## config.mk

```make
export PLATFORM = sky130hd
export DESIGN_NAME = autocorrelation_all_lags
export DESIGN_NICKNAME = d
export VERILOG_FILES = /design/src/hdl/acl_pkg.sv /design/src/hdl/acl_div.sv /design/src/hdl/autocorrelation_all_lags.sv
export SDC_FILE = /design/constraint.sdc
export NUM_CORES = 2
export LEC_CHECK = 0
export ABC_AREA = 1
export BUFFER_PORTS_ARGS = -buffer_cell sky130_fd_sc_hd__buf_2
export CELL_PAD_IN_SITES_DETAIL_PLACEMENT = 1
export CELL_PAD_IN_SITES_GLOBAL_PLACEMENT = 1
export CORE_MARGIN = 2
export CORE_UTILIZATION = 35
export CTS_BUF_LIST = sky130_fd_sc_hd__clkbuf_4 sky130_fd_sc_hd__clkbuf_8 sky130_fd_sc_hd__clkbuf_16
export DETAILED_ROUTE_END_ITERATION = 16
export PLACE_DENSITY_LB_ADDON = 0.1
export SKIP_CTS_REPAIR_TIMING = 1
export SKIP_LAST_GASP = 1
export SLEW_MARGIN = 20
export SYNTH_ARGS = -nofsm -noshare
export SYNTH_HDL_FRONTEND = slang
export SYNTH_SLANG_ARGS = --single-unit
```

## constraint.sdc

```tcl
create_clock -name clk_i -period 5.55 [get_ports clk_i]
set_input_delay 0.2775 -clock clk_i [delete_from_list [all_inputs] [get_ports clk_i]]
set_output_delay 0.2775 -clock clk_i [all_outputs]
set_load 0.05 [all_outputs]
```

## src/hdl/acl_pkg.sv

```systemverilog
// shared constants, payload types and sequencer states for the autocorrelation block
package acl_pkg;

  localparam int MAX_SAMPLES = 64;
  localparam int ADDR_W      = $clog2(MAX_SAMPLES);
  localparam int CNT_W       = $clog2(MAX_SAMPLES + 1);
  localparam int SMP_W       = 16;
  localparam int LAG_W       = 6;
  localparam int MEAN_W      = 32;
  localparam int MUL_W       = SMP_W;
  localparam int MUL_CNT_W   = $clog2(MUL_W);
  // product sum magnitude stays below 2^(2*SMP_W-2+ADDR_W), plus sign
  localparam int SUM_W       = 2 * SMP_W + ADDR_W;
  localparam int DIV_CNT_W   = $clog2(SUM_W);

  typedef struct packed {
    logic signed [SMP_W-1:0] sample;
    logic                    last_sample;
  } acl_in_t;

  typedef struct packed {
    logic        [LAG_W-1:0]  lag;
    logic signed [MEAN_W-1:0] mean_product;
    logic                     last_result;
    logic                     truncated;
  } acl_res_t;

  typedef enum logic [2:0] {
    ST_IDLE,
    ST_READ,
    ST_LOAD,
    ST_MUL,
    ST_DIVS,
    ST_DIV,
    ST_EMIT
  } acl_state_e;

endpackage

```

## src/hdl/acl_div.sv

```systemverilog
// bit-serial restoring divider: unsigned sum magnitude by lag pair count
module acl_div import acl_pkg::*; (
  input  logic             clk_i,
  input  logic             rst_ni,
  input  logic             start_i,
  input  logic [SUM_W-1:0] dividend_i,
  input  logic [CNT_W-1:0] divisor_i,
  output logic [SUM_W-1:0] quot_o,
  output logic             done_o
);

  logic                 act_q;
  logic                 done_q;
  logic [DIV_CNT_W-1:0] cnt_q;
  logic [SUM_W-1:0]     dq_q;
  logic [CNT_W-1:0]     rem_q;
  logic [CNT_W-1:0]     dvs_q;
  logic [CNT_W:0]       trial;
  logic                 fits;

  // one quotient bit per cycle, dividend shifts out as quotient shifts in
  assign trial = {rem_q, dq_q[SUM_W-1]};
  assign fits  = trial >= {1'b0, dvs_q};

  always_ff @(posedge clk_i or negedge rst_ni) begin
    if (!rst_ni) begin
      act_q  <= 1'b0;
      done_q <= 1'b0;
      cnt_q  <= '0;
    end else begin
      done_q <= act_q && !start_i && (cnt_q == DIV_CNT_W'(SUM_W - 1));
      if (start_i) begin
        act_q <= 1'b1;
        cnt_q <= '0;
      end else if (act_q) begin
        cnt_q <= cnt_q + DIV_CNT_W'(1);
        if (cnt_q == DIV_CNT_W'(SUM_W - 1)) begin
          act_q <= 1'b0;
        end
      end
    end
  end

  always_ff @(posedge clk_i) begin
    if (start_i) begin
      dq_q  <= dividend_i;
      rem_q <= '0;
      dvs_q <= divisor_i;
    end else if (act_q) begin
      dq_q  <= {dq_q[SUM_W-2:0], fits};
      rem_q <= fits ? CNT_W'(trial - {1'b0, dvs_q}) : CNT_W'(trial);
    end
  end

  assign quot_o = dq_q;
  assign done_o = done_q;

endmodule

```

## src/hdl/autocorrelation_all_lags.sv

```systemverilog
// top level: sample store, bit-serial lag product sequencer and result strobe
//
// Input channel: an item (one Q8.8 sample plus last_sample) is taken at a
// rising edge with start_i high and busy_o low. Loading runs one sample per
// cycle; samples past MAX_SAMPLES are dropped and flagged as truncated.
// An item with last_sample set starts the run and raises busy_o.
// For each lag L of a series of N samples the block reads the N-L pairs from
// the store (two read ports, registered), forms each product with a shift-add
// multiplier one multiplier bit per cycle, then divides the sum by N-L in a
// restoring divider one quotient bit per cycle. The multiply loop and the
// serial divider set the time one lag takes (SUM_W = 38 at 64 samples).
// Results: res_valid_o is high for one cycle per lag, lag 1 first, with
// res_o valid in that cycle; the receiver cannot hold results off.
// busy_o drops the cycle after the largest lag is shown, with the store empty.
// A series of one sample gives no result and busy_o stays low.
// Reset empties the store and clears the truncation flag.
module autocorrelation_all_lags import acl_pkg::*; (
  input  logic     clk_i,
  input  logic     rst_ni,
  input  logic     start_i,
  input  acl_in_t  in_i,
  output logic     busy_o,
  output logic     res_valid_o,
  output acl_res_t res_o
);

  acl_state_e state_q, state_d;

  logic [CNT_W-1:0]     count_q;
  logic                 ovf_q;
  logic [ADDR_W-1:0]    lag_q;
  logic [ADDR_W-1:0]    i_q;
  logic [SMP_W-1:0]     mem [MAX_SAMPLES];
  logic [SMP_W-1:0]     rd_a_q;
  logic [SMP_W-1:0]     rd_b_q;
  logic [SUM_W-1:0]     sum_q;
  logic [SUM_W-1:0]     mcand_q;
  logic [MUL_W-1:0]     mult_q;
  logic                 psign_q;
  logic                 neg_q;
  logic [MUL_CNT_W-1:0] bit_q;

  logic                 accept;
  logic                 full;
  logic [CNT_W-1:0]     count_after;
  logic                 run_ok;
  logic [ADDR_W-1:0]    last_i;
  logic                 mul_end;
  logic                 div_start;
  logic                 div_done;
  logic [SUM_W-1:0]     sum_mag;
  logic [SUM_W-1:0]     quot;
  logic [MEAN_W-1:0]    quot_w;
  logic [CNT_W-1:0]     pairs;
  logic [SUM_W-1:0]     addend;

  function automatic logic [SMP_W-1:0] mag(input logic [SMP_W-1:0] v);
    return v[SMP_W-1] ? (~v + SMP_W'(1)) : v;
  endfunction

  assign accept      = start_i && (state_q == ST_IDLE);
  assign full        = count_q == CNT_W'(MAX_SAMPLES);
  assign count_after = full ? count_q : count_q + CNT_W'(1);
  assign run_ok      = count_after >= CNT_W'(2);
  assign last_i      = ADDR_W'(count_q - CNT_W'(1));
  assign mul_end     = bit_q == MUL_CNT_W'(MUL_W - 1);
  assign pairs       = count_q - CNT_W'(lag_q);
  assign sum_mag     = sum_q[SUM_W-1] ? (~sum_q + SUM_W'(1)) : sum_q;
  assign addend      = psign_q ? (~mcand_q + SUM_W'(1)) : mcand_q;
  assign quot_w      = MEAN_W'(quot);

  // next state
  always_comb begin
    state_d = state_q;
    unique case (state_q)
      ST_IDLE: begin
        if (accept && in_i.last_sample && run_ok) state_d = ST_READ;
      end
      ST_READ: state_d = ST_LOAD;
      ST_LOAD: state_d = ST_MUL;
      ST_MUL: begin
        if (mul_end) state_d = (i_q == last_i) ? ST_DIVS : ST_READ;
      end
      ST_DIVS: state_d = ST_DIV;
      ST_DIV: begin
        if (div_done) state_d = ST_EMIT;
      end
      ST_EMIT: state_d = (lag_q == last_i) ? ST_IDLE : ST_READ;
      default: state_d = ST_IDLE;
    endcase
  end

  // outputs of the sequencer
  always_comb begin
    busy_o      = 1'b1;
    res_valid_o = 1'b0;
    div_start   = 1'b0;
    unique case (state_q)
      ST_IDLE: busy_o = 1'b0;
      ST_DIVS: div_start = 1'b1;
      ST_EMIT: res_valid_o = 1'b1;
      default: ;
    endcase
  end

  always_ff @(posedge clk_i or negedge rst_ni) begin
    if (!rst_ni) begin
      state_q <= ST_IDLE;
      count_q <= '0;
      ovf_q   <= 1'b0;
    end else begin
      state_q <= state_d;
      if (accept) begin
        // a lone sample ends its series with nothing to emit
        if (in_i.last_sample && !run_ok) begin
          count_q <= '0;
          ovf_q   <= 1'b0;
        end else if (!full) begin
          count_q <= count_q + CNT_W'(1);
        end else begin
          ovf_q <= 1'b1;
        end
      end
      if (state_q == ST_EMIT && lag_q == last_i) begin
        count_q <= '0;
        ovf_q   <= 1'b0;
      end
    end
  end

  // sample store, one write and two registered reads
  always_ff @(posedge clk_i) begin
    if (accept && !full) mem[count_q[ADDR_W-1:0]] <= in_i.sample;
    if (state_q == ST_READ) begin
      rd_a_q <= mem[i_q];
      rd_b_q <= mem[i_q - lag_q];
    end
  end

  always_ff @(posedge clk_i) begin
    unique case (state_q)
      ST_IDLE: begin
        if (accept && in_i.last_sample) begin
          lag_q <= ADDR_W'(1);
          i_q   <= ADDR_W'(1);
          sum_q <= '0;
        end
      end
      ST_LOAD: begin
        mcand_q <= SUM_W'(mag(rd_a_q));
        mult_q  <= mag(rd_b_q);
        psign_q <= rd_a_q[SMP_W-1] ^ rd_b_q[SMP_W-1];
        bit_q   <= '0;
      end
      ST_MUL: begin
        // shift-add, one multiplier bit per cycle straight into the sum
        if (mult_q[0]) sum_q <= sum_q + addend;
        mcand_q <= {mcand_q[SUM_W-2:0], 1'b0};
        mult_q  <= {1'b0, mult_q[MUL_W-1:1]};
        bit_q   <= bit_q + MUL_CNT_W'(1);
        if (mul_end) i_q <= i_q + ADDR_W'(1);
      end
      ST_DIVS: neg_q <= sum_q[SUM_W-1];
      ST_EMIT: begin
        if (lag_q != last_i) begin
          lag_q <= lag_q + ADDR_W'(1);
          i_q   <= lag_q + ADDR_W'(1);
          sum_q <= '0;
        end
      end
      default: ;
    endcase
  end

  acl_div u_div (
    .clk_i      (clk_i),
    .rst_ni     (rst_ni),
    .start_i    (div_start),
    .dividend_i (sum_mag),
    .divisor_i  (pairs),
    .quot_o     (quot),
    .done_o     (div_done)
  );

  always_comb begin
    res_o.lag          = LAG_W'(lag_q);
    res_o.mean_product = neg_q ? (~quot_w + MEAN_W'(1)) : quot_w;
    res_o.last_result  = lag_q == last_i;
    res_o.truncated    = ovf_q;
  end

endmodule

```

==> run_results.csv <==
group,metric,value,unit
timing,slew_violations,0,
synth,syn_nets,7274,
timing,rsz0062_at_grt,"false",
critical_path,worst-path-max-fanout,55,
final_layout,syn_to_final_growth,12.7,%
clock_tree,cts_tree,"yes",
die,die_w,438,µm
synth,synth_seq_cells,1237,
routing,drc,0,
synth,async_flop_share,0.0154,
timing,holdWs,0.0713,ns
critical_path,endpoint_kind,"register",
routing,wl_per_cell,27.0,µm
die,initial_core_util,0.351,
critical_path,start_kind,"register",
critical_path,cp.required,6.09,ns
synth,synth_edf_count,1211,
critical_path,critPathSlowestCell,"fa_4",
timing,max_freq,229,MHz
critical_path,crit_buf_inv,4,
timing,finalClockSkew,0.0247,ns
die,die_area,192000,µm²
worst_hold_path,hold_path.class,"input pin to async pin",
final_layout,fillers,21321,
timing,period_share,0.786,
grt,grt_use_total,0.268,
routing,viasPerCell,5.71,
clock_tree,cts_made_buffers,153,
place,gp_congestion,0.849,
final_layout,final_common_cell,"edfxtp_1",
die,core,187000,µm²
timing,worst_slew_pin_slew,1.19,ns
run_status,outcome,"finished clean",
routing,wirelength,261000,µm
clock_tree,clock_path_buffers,3,
synth,synth_seq_area_share,0.562,
routing,drt_iter0_drc,4600,
timing,fin_setup_tns,0,ns
die,top_level_ports,62,
critical_path,rr_startpoint,"i_q[0]",
synth,synth_cells,7181,
critical_path,slowest_delay,0.83,ns
critical_path,crit_type,"register to register",
place,hpwl,157000,µm
routing,vias,55375,
clock_tree,clk_latency,0.82,ns
timing,slew_headroom,0.205,
timing,setup_viol,0,
synth,synth_ff_type,"edfxtp_1",
critical_path,crit_top_cell,"nand3_1",
clock_tree,cts_sinks,1237,
synth,yosysUniqueCellTypes,53,
timing,finalCriticalPeriod,4.36,ns
grt,antenna_found_initial,2,
clock_tree,cts-root-buf,"clkbuf_16",
critical_path,crit_arrival,4.90,ns
die,fp-row-count,159,
routing,drtPass1Iterations,6,
final_layout,drive_above_1_share,0.0840,
grt,grt_pass1_wl,381000,µm
synth,yosys_warnings,0,
grt,grt_pass1_vias,56104,
die,fp.dieH,438,µm
clock_tree,path_clk_slew,0.06,ns
grt,grt_max_degree,181,
final_layout,nNetsFinal,7177,
critical_path,startpoint,"i_q[0]",
place,io_buffers,61,
flow_run,max-cap-violations,0,
clock_tree,htreeDepth,4,
critical_path,cp_cell_sequence,"inv_8, ha_4, inv_1, fa_4, inv_8, buf_12, a21oi_1, o21ai_0, nand3_1, nand3_1, nand3_1, nand3_1, nand2_1",
final_layout,final_cell_mix,"edfxtp_1 (1211), o21ai_0 (1134), nand3_1 (772)",
routing,ant_nets,0,
timing,finalHoldViolCount,0,
synth,synth.avg_cell_area,9.17,µm²
synth,synth_area,65800,µm²
grt,gr-total-overflow,0,
critical_path,critical-path-top-delay-family,"buffers and inverters",
==> through the flow <==
stage | cells | utilization | instance area, µm² | setup slack, ns
after floorplan | 7181 | - | 65800 | 0.315
after global placement | 9420 | 0.369 | 69200 | 1.29
after detailed placement | 9421 | 0.369 | 69200 | 1.28
after CTS | 9694 | 0.396 | 74100 | 1.27
after global routing | 9697 | 0.396 | 74200 | 1.09
final | 9698 | 0.396 | 74200 | 1.19
==> metal layers <==
metal / vias up / track usage / share of wire
li1: 25255 / - / -
met1: 28046 / 0.368 / 0.45
met2: 1648 / 0.433 / 0.46
met3: 426 / 0.0355 / 0.055
met4: 0 / 0.0958 / 0.035
met5: - / 0 / 0
==> worst register-to-register path, cell delays in order, from the launching register on <==
cell and delay, ns:
edfxtp_1 0.47, inv_8 0.33, ha_4 0.23, inv_1 0.05, fa_4 0.83, inv_8 0.44, buf_12 0.41, a21oi_1 0.09
o21ai_0 0.11, nand3_1 0.10, nand3_1 0.16, nand3_1 0.35, nand3_1 0.42, nand2_1 0.09
==> registers in the layout (all words and copies together) (netlist names), 4 cells and up <==
| name | cells |
|---|---|
| mem | 1024 |
| mcand_q | 38 |
| sum_q | 38 |
| u_div.quot_o | 38 |
| mult_q | 16 |
| rd_a_q | 16 |
| rd_b_q | 16 |
| count_q | 7 |
| u_div.dvs_q | 7 |
| u_div.rem_q | 7 |
| i_q | 6 |
| lag_q | 6 |
| u_div.cnt_q | 6 |
| bit_q | 4 |
==> worst paths after layout <==
check                                  to  slack [ns]  depth (start not counted)
max                            rd_b_q[12]        1.19                         13
min                            state_q[0]        0.07                          2
max reg2reg                    rd_b_q[12]        1.19                         13
min reg2reg                u_div.rem_q[3]        0.48                          2
max in group asynchronous      count_q[4]        5.14                          2
min in group clk_i             mem[33][8]        0.16                          1
==> area by class of cell <==
class,count,area (µm²),share of cell area
Sequential cell,1237,37000,0.499
Antenna cell,1,2.50,0.0000337
Timing Repair Buffer,236,2060,0.0278
Clock inverter,84,726,0.00978
Tap cell,2495,3120,0.0421
Multi-Input combinational cell,4814,24700,0.332
Inverter,642,2450,0.0331
Clock buffer,189,4160,0.0561
==> cell usage after synthesis (3+ instances only) <==
master	n	area share
dfxtp_1	7	0.0021
nor2_4	3	0.00051
buf_4	12	0.0014
o31ai_1	7	0.00080
inv_2	16	0.00091
buf_6	3	0.00051
nand3b_1	10	0.0011
buf_1	47	0.0027
a21o_1	3	0.00034
nand3_1	773	0.059
o21ai_1	55	0.0042
nor3b_1	3	0.00034
or2_2	9	0.00086
inv_1	623	0.036
buf_2	161	0.012
clkinv_1	3	0.00017
nor3_1	37	0.0028
nand2_1	737	0.042
o211ai_1	264	0.030
o21a_1	7	0.00080
nor2_2	7	0.00067
ha_1	69	0.013
nand4_2	5	0.00095
o21ai_0	1135	0.086
nor2_1	800	0.046
clkbuf_1	265	0.015
xor2_1	106	0.014
a21oi_1	643	0.049
xnor2_1	16	0.0021
o22ai_1	20	0.0019
nor4_1	4	0.00038
a31oi_1	6	0.00057
o221ai_1	32	0.0043
dfrtp_1	19	0.0072
nand4_1	31	0.0029
o21bai_1	8	0.00091
fa_1	4	0.0012
edfxtp_1	1211	0.55
==> logic make-up after synthesis <==
family,count (synthesis),synth area share
flip-flops,1237,0.562
buffers and inverters,1130,0.0685
AO/OA/AOI/OAI,2186,0.180
adder cells (fa/ha/maj),73,0.0143
AND/OR/NAND/NOR,2432,0.159
XOR/XNOR,123,0.0165
Power is left out: the tool's default activity adds up to more than one toggle a clock period on the data nets, which glitch-free logic cannot reach.
